===== src/voc_spram.sv =====
// Single-port synchronous RAM with registered read.
// No dependencies.
module voc_spram #(
    parameter int WIDTH  = 1,
    parameter int DEPTH  = 64,
    parameter int ADDR_W = 6
) (
    input  logic              aclk,
    input  logic              en,
    input  logic              we,
    input  logic [ADDR_W-1:0] addr,
    input  logic [WIDTH-1:0]  wdata,
    output logic [WIDTH-1:0]  rdata
);

    logic [WIDTH-1:0] mem [DEPTH];
    logic [WIDTH-1:0] rdata_reg;

    always_ff @(posedge aclk) begin
        if (en) begin
            if (we) begin
                mem[addr] <= wdata;
            end else begin
                rdata_reg <= mem[addr];
            end
        end
    end

    assign rdata = rdata_reg;

endmodule


===== config.mk =====
export PLATFORM = sky130hd
export DESIGN_NAME = voc_spram
export DESIGN_NICKNAME = d
export VERILOG_FILES = /design/src/voc_spram.sv
export SDC_FILE = /design/constraint.sdc
export NUM_CORES = 1
export LEC_CHECK = 0
export BUFFER_PORTS_ARGS = -buffer_cell sky130_fd_sc_hd__buf_2
export CORE_UTILIZATION = 48
export DETAILED_ROUTE_END_ITERATION = 8
export GPL_TIMING_DRIVEN = 0
export HOLD_SLACK_MARGIN = 0.08
export PLACE_DENSITY = 0.77
export SLEW_MARGIN = 20
export SYNTH_ARGS = -nofsm -noshare
export SYNTH_HDL_FRONTEND = slang
export SYNTH_SLANG_ARGS = --single-unit

===== constraint.sdc =====
create_clock -name aclk -period 1.84 [get_ports aclk]
set_clock_uncertainty 0.1 [all_clocks]
set_input_delay 0.184 -clock aclk [delete_from_list [all_inputs] [get_ports aclk]]
set_output_delay 0.184 -clock aclk [all_outputs]
set_load 0.005 [all_outputs]

==> impl_summary.md, run 1 <==
Outcome
The run finished, with violations left. The checks that failed: negative setup slack.

GRT
The number of global-route vias before repair was 1,867. Global routing consumed, on the met2 layer, roughly a third of the routing resources. The met3 routing resource usage after global routing is 5.955%. Entering global routing, the biggest net connects 65 pins.

The global-route congestion overflow total is 0. Global routing used 29.22% of the available met1 tracks. The wire length of the first global-routing pass is roughly 9.7 mm. Across every metal layer, demand over resource in global routing totals between 20% and 30%. The busiest layer in global routing is met2. The initial antenna violation count came to 0.

Logic synthesis
The cell count after synthesis is 241. The net count of the mapped netlist is 251. Counting flops and latches in the post-synthesis netlist gives between 60 and 70. The post-synthesis cell area is 2979 sq um. The per-instance average area after synthesis is 12.36 sq um. The cell type with the largest total area after synthesis is edfxtp_1. The post-synthesis sequential area ratio is 65.52%. The Yosys step of the flow raised 0 warnings. Yosys mapped the design onto 39 distinct sky130hd cell types.

Ranked by total cell area, the synthesized netlist is headed by edfxtp_1 (66%), nor2_1 (8.9%), mux4_1 (2.6%). The share of the synthesized area in the top cell type is 65.52%.

Floorplanning
The number of ports placed on the die boundary is 11. The floorplan step defined a core boundary enclosing between 5000 and 6000 sq um. The number of placement rows is 28.

The initial standard-cell utilization of the core is between 50% and 60%. The die extent in y is 80.78 um. The die area is 6525 sq um. Measured along the x axis, the die boundary spans approximately 80 um.

Timing
The top achievable clock speed is 539.0 MHz. Measured against its own limit, the worst slew margin works out to 36.94%. The number of endpoints with negative hold slack in the final report is 0. The number of setup violations in the final report is 1.

The final number of max-transition violations is 0. For the final routed database, the setup TNS stands at -0.01515 ns. Final hold analysis gives a worst-case slack of 0.1670 ns. At the pin with the least slew margin, the transition time is 0.9460 ns. The final critical-path required period is 1.855 ns. Once routing completed, OpenROAD measured the worst setup slack at -0.01515 ns.

In the finished design, the share of the clock period the worst path needs comes to 100.8%. Setup repair after global routing could not meet its margin everywhere.

CTS
The number of sinks on the clock net is 65. The buffer type at the clock tree root is clkbuf_8. The H-tree depth is 3. At the later pin of the worst-skew pair, clock insertion delay measures about 0.35 ns. After clock tree synthesis, the clock-pin slew on the worst setup and hold paths is 0.07 ns.

The post-CTS setup repair buffer count is 0. Counting the buffers created by CTS gives 9. The CTS tree is done. Counting along the longest clock path gives a buffer depth of 2.

Final layout
The most common cell after layout, fill and taps aside is nor2_1. In the final layout, flip-flops and latches occupy 1952 sq um. In the layout the commonest cells are nor2_1 (71), edfxtp_1 (65), nand2_1 (18).

Summing all non-filler instances in the final layout gives an area of between 3000 and 4000 sq um. Compared with the post-synthesis result, the final layout area differs by 10.08%. The finished layout holds 338 standard cells, fillers aside.

The flip-flop count of the largest register, all copies and words added is 64. The proportion of layout cells with a drive suffix above 1 is 14.83%. The multi-input combinational cells in the finished layout cover a total of 964.7 sq um. The final layout contains 268 nets. The antenna cell count is 0. The number of fill cells in the layout is 519.

Power
Dividing total power by cell area gives a power density of 859.4 nW/um^2. Summed over all cells, the static leakage comes to 1.036 nW. Across the VDD grid, the largest voltage drop is 0.0005266 V. The overall power of the completed layout is 2.818 mW.

Setup path
The largest fanout on the critical path is 1. The cell count of the worst reg-to-reg path is 5. STA classifies the critical path startpoint as a flip-flop. The required time reported for the critical path endpoint is 1.81 ns. The register-to-register setup slack is -0.02 ns.

The critical path class is flip-flop to flip-flop. At the worst endpoint, the arrival time is approximately 1.8 ns. The endpoint type of the worst setup path is a flip-flop.

Drt
The detailed-route vias per instance is 5.864. Once detail routing completed, the nets flagged for antenna violations numbered 0. The post-detailed-route wirelength per cell is 18.61 um. For this block, the routed nets add up to ~6.3 mm of wire.

The number of DRC markers in iteration 0 is around 240. The total via count after detailed routing is 1,982. In the routed design, unresolved DRC markers number 0. The length of the first detailed-routing pass in iterations is 4.

Placement
The count of buffers added on input and output ports is 5. The placed wire-length estimate is just under 4 mm. The final weighted congestion in routability-driven placement is 0.8003. The post-placement cell count is 321. The instance area after placement is 3098 sq um.

Hold path
The worst hold path was traced through 2 stages. The path class of the tightest hold or removal check is input port to flip-flop.

Flow run
The number of max-cap violations is 0.
path summary, 6_finish.rpt:
kind                      from              end
min reg2reg  mem[40]$_DFFE_PP_  rdata$_DFFE_PP_
min                         en  rdata$_DFFE_PP_
max reg2reg  mem[18]$_DFFE_PP_  rdata$_DFFE_PP_
max          mem[18]$_DFFE_PP_  rdata$_DFFE_PP_
repair_timing:
item	in CTS	in global routing
hold buffers	1	0
pin swaps	3	4
resized for setup	1	3
hold endpoints to repair	1	0
endpoints found under the setup margin	1	1
Yosys cell counts:
library cell / count
nor2_1: 71
edfxtp_1: 65
nand2_1: 18
buf_2: 8
nor2b_1: 7
mux2i_1: 6
clkbuf_1: 5
mux2_2: 5
a21oi_1: 4
a31oi_1: 4
nand3_1: 4
nand3b_1: 4
a22oi_1: 3
a2bb2oi_1: 3
and3_1: 3
mux4_1: 3
a211oi_1: 2
a221oi_1: 2
a22o_1: 2
a32oi_1: 2
nor3_1: 2
a21boi_0: 1
and2_0: 1
buf_4: 1
buf_6: 1
inv_1: 1
mux2_4: 1
mux4_2: 1
nand2_2: 1
nand4_1: 1
nor3b_1: 1
nor4_1: 1
nor4_2: 1
nor4b_1: 1
o21ai_0: 1
o21bai_1: 1
o22ai_1: 1
or3_1: 1
or3b_2: 1
logic make-up (layout without fill, tap and decap cells):
logic type	Yosys count	count (layout)	synth area share (%)
buffers and inverters	16	38	2.730
AO/OA/AOI/OAI	26	26	6.300
multiplexers	16	16	7.812
flip-flops	65	65	65.52
AND/OR/NAND/NOR	118	118	17.64
power by group:
part	internal [mW]	total (mW)	switching, mW
sequential	1.64	1.64	0.00150
combinational	0.0670	0.198	0.131
clock	0.465	0.982	0.516
per-stage QoR:
stage	util, %	worst slack (ns)
floorplan	-	0.1254
global placement	52.02	-0.1669
detailed placement	52.02	-0.2443
CTS	54.68	0.01277
global route	55.06	-0.09286
finish	55.06	-0.01515
layout make-up:
type | count | share of cell area, %
Clock inverter | 6 | 0.7631
Tap cell | 75 | 2.861
Clock buffer | 10 | 3.892
Multi-Input combinational cell | 160 | 29.42
Buffer | 15 | 2.366
Sequential cell | 65 | 59.52
Timing Repair Buffer | 6 | 1.068
Inverter | 1 | 0.1145
critical path, cell delays in order, from the launching register on:
cell	delay, ns
edfxtp_1	0.37
mux4_2	0.48
nand2_1	0.08
a21oi_1	0.08
nor4_2	0.31
nand4_1	0.16
layer usage:
layer  wire length (um)  part of all wire [%]
met1               2785                    44
met2               2916                    46
met3                496                   7.9
met4                 92                   1.5
met5                  0                     0
No activity file was read; power rests on OpenSTA's default activity.
==> run 2: changes to the inputs <==
Settings changed: GPL_TIMING_DRIVEN 0 to 1.
==> run 2 against run 1 <==
Compared with the run above:
- the run now ends clean
- largest cell class unchanged
- setup slack better by 0.054 ns
- largest power group unchanged
- non-clock buffer count is 19 higher
- worst hold slack better by 0.0014 ns
- critical path depth did not move
- combinational power is 13% higher
==> impl_summary.md, run 2 (same netlist as run 1, synthesis figures left out) <==
CTS
The buffer type at the clock tree root was clkbuf_8 (unchanged). The maximum clock path buffer count was 2 (unchanged). The number of sinks on the clock net is 65 (unchanged). The CTS tree is done (unchanged). The clock latency on the worst-skew pair is 0.34 ns (was 0.35 ns). The H-tree depth is 3 (unchanged). The post-CTS setup repair buffer count is 0 (unchanged). The number of buffers created by CTS is 9 (unchanged).

The clock input transition at the sequential cells of the worst setup and hold paths is 0.06 ns (was 0.07 ns).

GRT
The initial antenna violation count is 0 (unchanged). The largest net degree at the start of global routing is 65 (unchanged). The number of global-route vias before repair came to 1,960 (was 1,867). The combined global-route utilization of all metal layers is 22.45% (was 21.89%).

The global-route congestion overflow total came to 0 (unchanged). The wire length of the first global-routing pass was 10.13 mm (was 9.708 mm).

Floorplanning
The area of the placeable core is 5956 sq um (unchanged). The die extent in y was 80.78 um (unchanged). The number of placement rows came to 28 (unchanged). The number of ports placed on the die boundary was 11 (unchanged).

The overall die width was 80.78 um (unchanged). The initial standard-cell utilization of the core is 50.02% (unchanged). The die area is 6525 sq um (unchanged).

Setup path
The arrival time at the worst endpoint is 1.77 ns (was 1.82 ns). The largest fanout on the critical path was 1 (unchanged). The critical path class is flip-flop to flip-flop (unchanged). The largest delay contributor family on the critical path is simple AND/OR/NAND/NOR gates (unchanged). The cell count of the worst reg-to-reg path is 5 (unchanged). The endpoint type of the worst setup path is a flip-flop (unchanged).

The kind of start point of the critical path was a flip-flop (unchanged). The maximum cell stage delay along the critical path came to 0.48 ns (about the same). The number of buffers and inverters on the critical path is 0 (unchanged). The critical path depth in cells is 5 (unchanged).

The required time reported for the critical path endpoint is 1.81 ns (about the same). The critical-path cell with the highest stage delay was mux4_2 (unchanged). Cell Chain, Critical Path: mux4_2, nand2_1, a21oi_1, nor4_2, nand4_1 (unchanged).

Flow run
The number of max-cap violations is 0 (unchanged).

Timing
The final critical-path required period was 1.801 ns (was 1.855 ns). The measured slew at the worst slew-check pin was 0.6209 ns (was 0.9460 ns). The number of endpoints with negative hold slack in the final report was 0 (unchanged). The tightest slew margin relative to the limit is 58.52% (was 36.94%). The number of setup violations in the final report is 0 (was 1). The share of the clock period used by the worst path is 97.89% (was 100.8%).

RSZ-0062 raised after global routing: yes (unchanged). The final number of max-transition violations was 0 (unchanged). The top achievable clock speed is 555.2 MHz (was 539.0 MHz).

Final layout
The antenna cell count came to 0 (unchanged). Most frequent cells in the layout: nor2_1 (71), edfxtp_1 (65), buf_4 (26) (was nor2_1 (71), edfxtp_1 (65), nand2_1 (18)). The signed area change from the synthesized netlist to the final layout came to 15.58% (was 10.08%). The cell area after layout is 3443 sq um (was 3279 sq um). The final layout net count is 287 (was 268). The flip-flop count of the largest register, all copies and words added is 64 (unchanged). The proportion of layout cells with a drive suffix above 1 is 21.86% (was 14.83%). The count of non-filler cells in the finished layout came to 354 (was 338).

The most common cell after layout, fill and taps aside is nor2_1 (unchanged).

Power
The fraction of power consumed by sequential logic is 58.3% (was 58.1%). The net switching power is 0.6211 mW (was 0.6494 mW). The internal power consumption is 2.189 mW (was 2.169 mW).

The areal power density over the cells is 816.0 nW/um^2 (was 859.4 nW/um^2). The maximum vdd ir drop is 0.0006350 V (was 0.0005266 V). The clock share of power was 33.8% (was 34.8%).

The relative contribution of combinational cells to total power was 7.9% (was 7.0%). The switching part of the total power came to 22.10% (was 23.04%). The static power due to leakage is 1.136 nW (was 1.036 nW).

Drt
The total wire length is 6.422 mm (was 6.291 mm). The number of DRC violations after detailed routing is 0 (unchanged). The total via count after detailed routing came to 2,029 (was 1,982). The number of DRC markers in iteration 0 was 260 (was 236).

The residual antenna-violating net count after detailed routing is 0 (unchanged). The post-detailed-route wirelength per cell is 18.14 um (was 18.61 um). The detailed-route vias per instance is 5.732 (was 5.864). The length of the first detailed-routing pass in iterations is 4 (unchanged).

Placement
The post-placement cell count was 340 (was 321). The final weighted congestion in routability-driven placement was 0.8656 (was 0.8003). The placed wire-length estimate is 4.130 mm (was 3.907 mm). The count of input and output buffers is 10 (was 5). The instance area after placement was 3301 sq um (was 3098 sq um).

Hold path
The path type of the worst min-delay path is input port to flip-flop (unchanged). The number of cells traversed by the worst hold path was 2 (unchanged).

Outcome
Status: finished, final reports clean (was finished, violations left).
[run 2: changes by cell type in the layout (fill, tap and decap cells not counted)]
cell	previous run	this run
buf_4	1	26
clkbuf_1	6	2
buf_12	0	3
buf_2	13	10
clkinv_1	4	1
a211oi_1	1	2
a211oi_2	1	0
a221oi_1	1	2
a221oi_4	1	0
buf_6	1	0
clkinv_2	2	1
mux4_1	2	1
mux4_2	2	3
[run 2: final timing paths]
check | slack (ns) | to | from
setup / recovery | 0.04 | rdata$_DFFE_PP_ | mem[19]$_DFFE_PP_
hold / removal | 0.17 | rdata$_DFFE_PP_ | en
setup reg to reg | 0.04 | rdata$_DFFE_PP_ | mem[19]$_DFFE_PP_
hold reg to reg | 0.68 | rdata$_DFFE_PP_ | mem[53]$_DFFE_PP_
[run 2: per-layer routing]
layer  global-route usage [%]  routed length, um  vias up
li1                         -                  -      949
met1                    29.98               2563      975
met2                    33.90               3182       89
met3                    5.618                544       16
met4                    12.14                132        0
met5                        0                  0        -
[run 2: area by class of cell]
cell class	instances	area (sq um)
clock buffer	11	131.4
clock inverter	2	8.758
fill	512	2512
inverter	1	3.754
multi-input combinational	160	938.4
sequential	65	1952
tap	75	93.84
timing repair buffer	40	315.3
[run 2: power groups by stage]
stage | clock (mW) | combinational (mW) | sequential, mW
6_report | 0.948 | 0.223 | 1.64
5_1_grt | 1.03 | 0.243 | 1.64
4_1_cts | 0.975 | 0.222 | 1.64
3_5_place_dp | 0 | 0.219 | 1.67
3_3_place_gp | 0 | 0.214 | 1.67
2_1_floorplan | 0 | 0.122 | 1.67
[run 2: timing repair]
action,CTS,global route
setup endpoints to repair,1,1
endpoints found under the hold margin,1,0
gates resized for setup,0,2
hold buffers,1,0
pin swaps,1,2
cloned,0,0
[run 2: metrics by stage]
step / worst slack [ns] / util [%] / hold slack, ns / TNS (ns) / total power [mW]
after global routing: -0.04621 / 57.82 / 0.1697 / -0.04621 / 2.913
final: 0.03882 / 57.82 / 0.1684 / 0 / 2.810
after global placement: -0.02175 / 55.42 / 0.4103 / -0.02175 / 1.883
after floorplan: 0.1254 / - / 0.1829 / 0 / 1.792
after CTS: 0.004344 / 57.94 / 0.1539 / 0 / 2.835
after detailed placement: -0.07052 / 55.42 / 0.4178 / -0.07052 / 1.889
