### config.mk
export PLATFORM = sky130hd
export DESIGN_NAME = voc_ctrl
export DESIGN_NICKNAME = d
export VERILOG_FILES = /design/src/voc_pkg.sv /design/src/voc_ctrl.sv
export SDC_FILE = /design/constraint.sdc
export NUM_CORES = 1
export LEC_CHECK = 0
export BUFFER_PORTS_ARGS = -buffer_cell sky130_fd_sc_hd__buf_2
export CAP_MARGIN = 20
export CORE_MARGIN = 10
export CORE_UTILIZATION = 35
export CTS_BUF_LIST = sky130_fd_sc_hd__clkbuf_4
export CTS_CLUSTER_SIZE = 10
export DETAILED_ROUTE_END_ITERATION = 8
export GPL_TIMING_DRIVEN = 0
export PLACE_DENSITY = 0.53
export SETUP_SLACK_MARGIN = 0.2
export SLEW_MARGIN = 10
export SYNTH_ARGS = -nofsm -noshare
export SYNTH_HDL_FRONTEND = slang
export SYNTH_SLANG_ARGS = --single-unit
### constraint.sdc
create_clock -name aclk -period 4.2 [get_ports aclk]
set_clock_uncertainty 0.05 [all_clocks]
set_input_delay 0.21 -clock aclk [delete_from_list [all_inputs] [get_ports aclk]]
set_output_delay 0.21 -clock aclk [all_outputs]
set_load 0.05 [all_outputs]
### src/voc_pkg.sv
// Types and constants of the voxel occupancy grid core.
// No dependencies.
package voc_pkg;

    localparam int OP_W      = 3;
    localparam int COORD_W   = 6;
    localparam int OWNER_W   = 9;
    localparam int STATUS_W  = 2;
    localparam int COUNT_W   = 3;

    localparam logic [OP_W-1:0] OP_INSERT     = 3'd0;
    localparam logic [OP_W-1:0] OP_REMOVE     = 3'd1;
    localparam logic [OP_W-1:0] OP_EXISTS     = 3'd2;
    localparam logic [OP_W-1:0] OP_EXISTS_ID  = 3'd3;
    localparam logic [OP_W-1:0] OP_NEIGHBOURS = 3'd4;

    localparam logic [STATUS_W-1:0] STATUS_OK       = 2'd0;
    localparam logic [STATUS_W-1:0] STATUS_OCCUPIED = 2'd1;
    localparam logic [STATUS_W-1:0] STATUS_ABSENT   = 2'd2;
    localparam logic [STATUS_W-1:0] STATUS_OUTSIDE  = 2'd3;

    localparam logic [COUNT_W-1:0] MAX_NEIGHBOURS = 3'd6;

    typedef struct packed {
        logic [STATUS_W-1:0] status;
        logic                found;
        logic [COUNT_W-1:0]  neighbour_count;
    } voc_result_t;

endpackage

### src/voc_ctrl.sv
// Sequencer of the voxel occupancy grid: address generation, clearing pass,
// read-modify-write and neighbour scan. Depends on voc_pkg.
module voc_ctrl
    import voc_pkg::*;
#(
    parameter int GRID_SIDE = 64,
    parameter int ADDR_W    = 18
) (
    input  logic                      aclk,
    input  logic                      aresetn,
    input  logic                      s_valid,
    output logic                      s_ready,
    input  logic [OP_W-1:0]           s_operation,
    input  logic signed [COORD_W-1:0] s_pos_x,
    input  logic signed [COORD_W-1:0] s_pos_y,
    input  logic signed [COORD_W-1:0] s_pos_z,
    input  logic signed [OWNER_W-1:0] s_owner_id,
    input  logic                      out_free,
    output logic                      res_valid,
    output voc_result_t               res,
    output logic [ADDR_W-1:0]         mem_addr,
    output logic                      occ_en,
    output logic                      occ_we,
    output logic                      occ_wdata,
    input  logic                      occ_rdata,
    output logic                      own_en,
    output logic                      own_we,
    output logic [OWNER_W-1:0]        own_wdata,
    input  logic [OWNER_W-1:0]        own_rdata
);

    localparam int DEPTH = GRID_SIDE * GRID_SIDE * GRID_SIDE;
    localparam int UW    = $clog2(GRID_SIDE);
    localparam int CW    = ((COORD_W > UW) ? COORD_W : UW) + 2;

    localparam logic signed [CW-1:0] HALF_C = CW'(GRID_SIDE / 2);
    localparam logic signed [CW-1:0] MAX_C  = CW'(GRID_SIDE - 1);
    localparam logic [UW-1:0]        UMAX   = UW'(GRID_SIDE - 1);
    localparam logic [ADDR_W-1:0] STEP_X    = ADDR_W'(1);
    localparam logic [ADDR_W-1:0] STEP_Y    = ADDR_W'(GRID_SIDE);
    localparam logic [ADDR_W-1:0] STEP_Z    = ADDR_W'(GRID_SIDE * GRID_SIDE);
    localparam logic [ADDR_W-1:0] LAST_ADDR = ADDR_W'(DEPTH - 1);

    localparam logic [2:0] S_CLEAR = 3'd0;
    localparam logic [2:0] S_IDLE  = 3'd1;
    localparam logic [2:0] S_READ  = 3'd2;
    localparam logic [2:0] S_EVAL  = 3'd3;
    localparam logic [2:0] S_NB    = 3'd4;

    localparam logic [2:0] NB_XP   = 3'd0;
    localparam logic [2:0] NB_XM   = 3'd1;
    localparam logic [2:0] NB_YP   = 3'd2;
    localparam logic [2:0] NB_YM   = 3'd3;
    localparam logic [2:0] NB_ZP   = 3'd4;
    localparam logic [2:0] NB_ZM   = 3'd5;
    localparam logic [2:0] NB_DONE = 3'd6;

    logic [2:0]          state_reg, state_next;
    logic [ADDR_W-1:0]   clr_reg, clr_next;
    logic [2:0]          nb_idx_reg, nb_idx_next;
    logic [COUNT_W-1:0]  nb_cnt_reg, nb_cnt_next;
    logic                nb_ok_reg, nb_ok_next;

    logic [OP_W-1:0]     op_reg;
    logic [OWNER_W-1:0]  id_reg;
    logic [UW-1:0]       ux_reg, uy_reg, uz_reg;
    logic                inside_reg;
    logic [ADDR_W-1:0]   base_reg;

    logic signed [CW-1:0] fx, fy, fz;
    logic                 in_grid;
    logic [UW-1:0]        ux_in, uy_in, uz_in;
    logic [ADDR_W-1:0]    base_in;
    logic                 accept;
    logic                 sel_ok;
    logic [ADDR_W-1:0]    sel_addr;

    assign fx = CW'(s_pos_x) + HALF_C;
    assign fy = CW'(s_pos_y) + HALF_C;
    assign fz = CW'(s_pos_z) + HALF_C;
    assign in_grid = !fx[CW-1] && (fx <= MAX_C) && !fy[CW-1] && (fy <= MAX_C)
                  && !fz[CW-1] && (fz <= MAX_C);
    assign ux_in = fx[UW-1:0];
    assign uy_in = fy[UW-1:0];
    assign uz_in = fz[UW-1:0];
    assign base_in = ADDR_W'(ux_in) + ADDR_W'(uy_in) * STEP_Y + ADDR_W'(uz_in) * STEP_Z;

    assign s_ready = (state_reg == S_IDLE);
    assign accept  = s_valid && s_ready;

    always_comb begin
        sel_ok   = 1'b0;
        sel_addr = base_reg;
        case (nb_idx_reg)
            NB_XP: begin
                sel_ok   = (ux_reg != UMAX);
                sel_addr = base_reg + STEP_X;
            end
            NB_XM: begin
                sel_ok   = (ux_reg != '0);
                sel_addr = base_reg - STEP_X;
            end
            NB_YP: begin
                sel_ok   = (uy_reg != UMAX);
                sel_addr = base_reg + STEP_Y;
            end
            NB_YM: begin
                sel_ok   = (uy_reg != '0);
                sel_addr = base_reg - STEP_Y;
            end
            NB_ZP: begin
                sel_ok   = (uz_reg != UMAX);
                sel_addr = base_reg + STEP_Z;
            end
            NB_ZM: begin
                sel_ok   = (uz_reg != '0);
                sel_addr = base_reg - STEP_Z;
            end
            default: begin
                sel_ok   = 1'b0;
                sel_addr = base_reg;
            end
        endcase
        if (!sel_ok) begin
            sel_addr = base_reg;
        end
    end

    always_comb begin
        state_next  = state_reg;
        clr_next    = clr_reg;
        nb_idx_next = nb_idx_reg;
        nb_cnt_next = nb_cnt_reg;
        nb_ok_next  = nb_ok_reg;
        mem_addr    = base_reg;
        occ_en      = 1'b0;
        occ_we      = 1'b0;
        occ_wdata   = 1'b0;
        own_en      = 1'b0;
        own_we      = 1'b0;
        own_wdata   = id_reg;
        res_valid   = 1'b0;
        res         = '0;
        case (state_reg)
            S_CLEAR: begin
                occ_en   = 1'b1;
                occ_we   = 1'b1;
                mem_addr = clr_reg;
                clr_next = clr_reg + ADDR_W'(1);
                if (clr_reg == LAST_ADDR) begin
                    state_next = S_IDLE;
                end
            end
            S_IDLE: begin
                if (s_valid) begin
                    if (in_grid && s_operation < OP_NEIGHBOURS) begin
                        state_next = S_READ;
                    end else if (in_grid && s_operation == OP_NEIGHBOURS) begin
                        state_next  = S_NB;
                        nb_idx_next = NB_XP;
                        nb_cnt_next = '0;
                    end else begin
                        state_next = S_EVAL;
                    end
                end
            end
            S_READ: begin
                occ_en     = 1'b1;
                own_en     = 1'b1;
                state_next = S_EVAL;
            end
            S_EVAL: begin
                if (op_reg <= OP_NEIGHBOURS && !inside_reg) begin
                    res.status = STATUS_OUTSIDE;
                end else if (inside_reg) begin
                    case (op_reg)
                        OP_INSERT: begin
                            if (occ_rdata) begin
                                res.status = STATUS_OCCUPIED;
                            end else if (out_free) begin
                                occ_en    = 1'b1;
                                occ_we    = 1'b1;
                                occ_wdata = 1'b1;
                                own_en    = 1'b1;
                                own_we    = 1'b1;
                            end
                        end
                        OP_REMOVE: begin
                            if (!occ_rdata) begin
                                res.status = STATUS_ABSENT;
                            end else if (out_free) begin
                                occ_en = 1'b1;
                                occ_we = 1'b1;
                            end
                        end
                        OP_EXISTS: begin
                            res.found = occ_rdata;
                        end
                        OP_EXISTS_ID: begin
                            res.found = occ_rdata && (own_rdata == id_reg);
                        end
                        default: begin
                            res = '0;
                        end
                    endcase
                end
                if (out_free) begin
                    res_valid  = 1'b1;
                    state_next = S_IDLE;
                end
            end
            S_NB: begin
                if (nb_idx_reg == NB_DONE) begin
                    res.neighbour_count = nb_cnt_reg + COUNT_W'(occ_rdata && nb_ok_reg);
                    if (out_free) begin
                        res_valid  = 1'b1;
                        state_next = S_IDLE;
                    end
                end else begin
                    occ_en      = 1'b1;
                    mem_addr    = sel_addr;
                    nb_ok_next  = sel_ok;
                    nb_idx_next = nb_idx_reg + 3'd1;
                    if (nb_idx_reg != NB_XP) begin
                        nb_cnt_next = nb_cnt_reg + COUNT_W'(occ_rdata && nb_ok_reg);
                    end
                end
            end
            default: begin
                state_next = S_IDLE;
            end
        endcase
    end

    always_ff @(posedge aclk) begin
        if (!aresetn) begin
            state_reg  <= S_CLEAR;
            clr_reg    <= '0;
            nb_idx_reg <= NB_XP;
            nb_cnt_reg <= '0;
            nb_ok_reg  <= 1'b0;
        end else begin
            state_reg  <= state_next;
            clr_reg    <= clr_next;
            nb_idx_reg <= nb_idx_next;
            nb_cnt_reg <= nb_cnt_next;
            nb_ok_reg  <= nb_ok_next;
        end
    end

    always_ff @(posedge aclk) begin
        if (accept) begin
            op_reg     <= s_operation;
            id_reg     <= s_owner_id;
            ux_reg     <= ux_in;
            uy_reg     <= uy_in;
            uz_reg     <= uz_in;
            inside_reg <= in_grid;
            base_reg   <= base_in;
        end
    end

endmodule

==> impl_results.md <==
- Initial antenna violation count: 0
- Post-synthesis sequential area ratio: 0.287
- DRT antenna net count: 0
- Sequential share of power: 0.531
- Post-synth cell types: 85
- VDD IR max: 0.174 mV
- Worst hold path endpoint: clr_reg[7]$_SDFFE_PN0N_
- Unrepaired setup endpoints after global routing: yes
- Post-synthesis mux area share: 0.0318
- Hold_ws: 0.0574 ns
- Die area: 20100 um^2
- Fin util: 0.458
- CP required: 3.94 ns
- Total power draw: 1.15 mW
- Critical path type: flip-flop to primary output
- Comb pwr share: 0.068
- Switching share of power: 0.231
- Drc violations: 0
- Final Wtd Congestion: 0.972
- Max-cap violations: 0
- Syn nets: 710
- Clk sinks: 59
- Worst path arrival time: 3.62 ns
- R2r worst-path depth: 7
- #FFs+latches synth: 59
- Dpl cells: 917
- Fmax: 0.257 GHz
- Clk network pwr share: 0.401
- CP Cell Sequence: buf_6, buf_8, clkinvlp_4, ha_4, buf_6, buf_8, clkbuf_16, xor2_2, ha_2, a21boi_4, o211a_4, buf_4, a21bo_2, or3_1, nand3_2, a21oi_1, buf_4
- Worst rel slew slack: 0.343
- Min-delay src: aresetn
- Least-Margin Pin Slew: 0.977 ns
- Max reg flops: 18
- Worst-path maximum fanout: 10
- NetSw: 0.266 mW
- Area contributors post-synth: edfxtp_1 18%, dfxtp_1 11%, xnor2_1 4.4%, nand2_1 4.3%, ha_1 3.6%
- I/O Buffers: 83
- DRT Pass-1 Iters: 6
- Initial Utilization: 0.357
- Synthesized cell area: 5190 um^2
- Cts bufs inserted: 9
- Worst path slowest cell: or3_1
- Root Driver: clkbuf_4
- Number of global-route vias before repair: 5837
- Syn-to-layout area delta: 28.2%
- Top Ports: 84
- DR vias: 5774
- Final max-slew violation count: 0
- RR Endpoint: nb_cnt_reg[2]$_SDFFE_PN0P_
- TritonCTS clock tree: built
- Reg2reg start: state_reg[0]$_SDFFE_PN0P_
- Fin crit share: 0.925
- Largest family of logic cells by synthesized area: simple AND/OR/NAND/NOR gates
- First-pass GRT wire length: 31.9 mm
- Synth Area in Simple Gates: 0.287
- Async set-or-reset flop fraction in the synthesized netlist: 0
- CP peak stage delay: 0.37 ns
- Die Y: 142 um
- Top FF cell, synth: edfxtp_1
- # nets final: 846
- Syn_area_per_cell: 7.99 um^2
- Number of H-tree levels: 3
- Final hold violations: 0
- Most frequent cells in the layout: 83 x buf_2, 59 x nand2_1, 41 x nor2_1
- R2R Setup Slk: 1.23 ns
- Synth area leader: edfxtp_1
- Iter 0 DRT Violations: 447
- Commonest non-fill, non-tap cell in the layout: buf_2
- Final min period: 3.88 ns
- Via density: 5.93
- Share of cells above drive strength 1: 0.220
- Final Non-Filler Cells: 974
- Total Wirelength: 20.1 mm
- Fillers: 1470
- Worst setup EP type: primary output
- Clk slew on worst S/H paths: 0.10 ns
- Synth Warn #: 0
- WL/cell: 20.7 um
- # diodes: 0
- Site Rows: 44
- Number of synthesized flops with an enable pin: 31
- P_leak: 2.59 nW
- GR Overflow Total: 0
- WHS Path Cells: 2
- Syn Inst Count: 650
- GRT Total Usage: 0.198
- Chip width: 142 um
- XOR/XNOR share of the synthesized area: 0.0691
- Critical Path Start Type: flip-flop
- Post-synth top area share: 0.179
- Power Density: 173 nW/um^2
- Max clock buf depth: 2
- Pint: 0.884 mW
- Setup violators final: 0
- Status: completed
- Adder and majority cell fraction of the synthesized area: 0.0400
- Post-DP HPWL: 15.5 mm
- Largest net degree at the start of global routing: 33
- Core area: 14500 um^2
- Insertion delay to the later sink of the worst-skew pair: 0.46 ns
- Hold WC Path Type: input pin to flip-flop
- Post-synthesis compound-gate area fraction: 0.232
==> synthesized netlist by cell type (all sizes together) (10+ instances only) <==
master / count
nand2: 59
nor2: 41
clkbuf: 39
a21oi: 36
nand3: 33
edfxtp: 31
o21ai: 30
dfxtp: 28
xnor2: 26
and2: 25
nand4: 19
ha: 15
inv: 15
xor2: 15
nor3: 14
nor2b: 13
a21boi: 12
mux2i: 12
a31oi: 11
buf: 11
nor4: 11
or3: 11
o211ai: 10
==> cells by family (layout without fill, tap and decap cells) <==
family | Yosys count | after routing
AOI/OAI and AO/OA | 175 | 175
xor gates and xnor gates | 41 | 41
buffers and inverters | 66 | 206
muxes | 16 | 16
and+or+nand+nor | 276 | 276
adders and majority gates | 16 | 16
other | 1 | 1
DFF | 59 | 59
==> worst max path at each step <==
stage                          startpoint  cells after the start  slack, ns      endpoint
5_1_grt        nb_idx_reg[2]$_SDFFE_PN0P_                     16       0.17  mem_addr[14]
6_report       nb_idx_reg[2]$_SDFFE_PN0P_                     17       0.32  mem_addr[16]
2_1_floorplan      own_wdata[0]$_DFFE_PP_                      4       0.23        res[3]
4_1_cts        nb_idx_reg[2]$_SDFFE_PN0P_                     17       0.18  mem_addr[14]
3_3_place_gp   nb_idx_reg[2]$_SDFFE_PN0P_                     16      -0.74  mem_addr[14]
3_5_place_dp   nb_idx_reg[2]$_SDFFE_PN0P_                     16      -0.83  mem_addr[14]
==> per-stage QoR <==
| step | area [um^2] | worst slack [ns] | TNS, ns |
|---|---|---|---|
| after global routing | 6660 | 0.171 | 0 |
| after detailed placement | 5850 | -0.827 | -2.51 |
| after global placement | 5850 | -0.742 | -2.43 |
| final | 6660 | 0.316 | 0 |
| after floorplan | 5200 | 0.232 | 0 |
| after CTS | 6540 | 0.177 | 0 |
==> metal layers <==
metal / share of wire / vias to the layer above / GRT usage
li1: - / 2703 / -
met1: 0.44 / 2764 / 0.248
met2: 0.44 / 252 / 0.307
met3: 0.075 / 55 / 0.0507
met4: 0.043 / 0 / 0.0984
met5: 0 / - / 0
==> power groups by stage <==
stage          Combinational (mW)  Sequential, mW  Clock [mW]
2_1_floorplan              0.0245           0.623           0
3_3_place_gp               0.0548           0.624           0
3_5_place_dp               0.0565           0.624           0
4_1_cts                    0.0780           0.611       0.475
5_1_grt                    0.0847           0.612       0.496
6_report                   0.0780           0.611       0.461
==> final cells by class <==
type                       instances  area (um^2)  area share
clock buffer                       9         67.6      0.0102
inverter                          16         63.8     0.00959
clock inverter                     6         81.3      0.0122
multi-input combinational        525         3610       0.542
buffer                            50          283      0.0425
sequential                        59         1500       0.225
tap                              184          230      0.0346
timing repair buffer             125          826       0.124
==> worst max-delay path: cells and delay by family, from the launching register on <==
family	cells	cell delay, ns
buf+inv	8	1.06
compound gates	4	0.74
simple gates	2	0.48
fa+ha+maj	2	0.40
flops	1	0.34
xor+xnor	1	0.14
==> timing repair <==
item | CTS | global route
buffers inserted | 7 | 5
resized for setup | 55 | 22
hold buffers | 30 | 0
cloned | 0 | 0
hold endpoints to repair | 30 | 0
pin swaps | 11 | 6
setup endpoints to repair | 18 | 8
No activity file was read; power rests on OpenSTA's default activity.
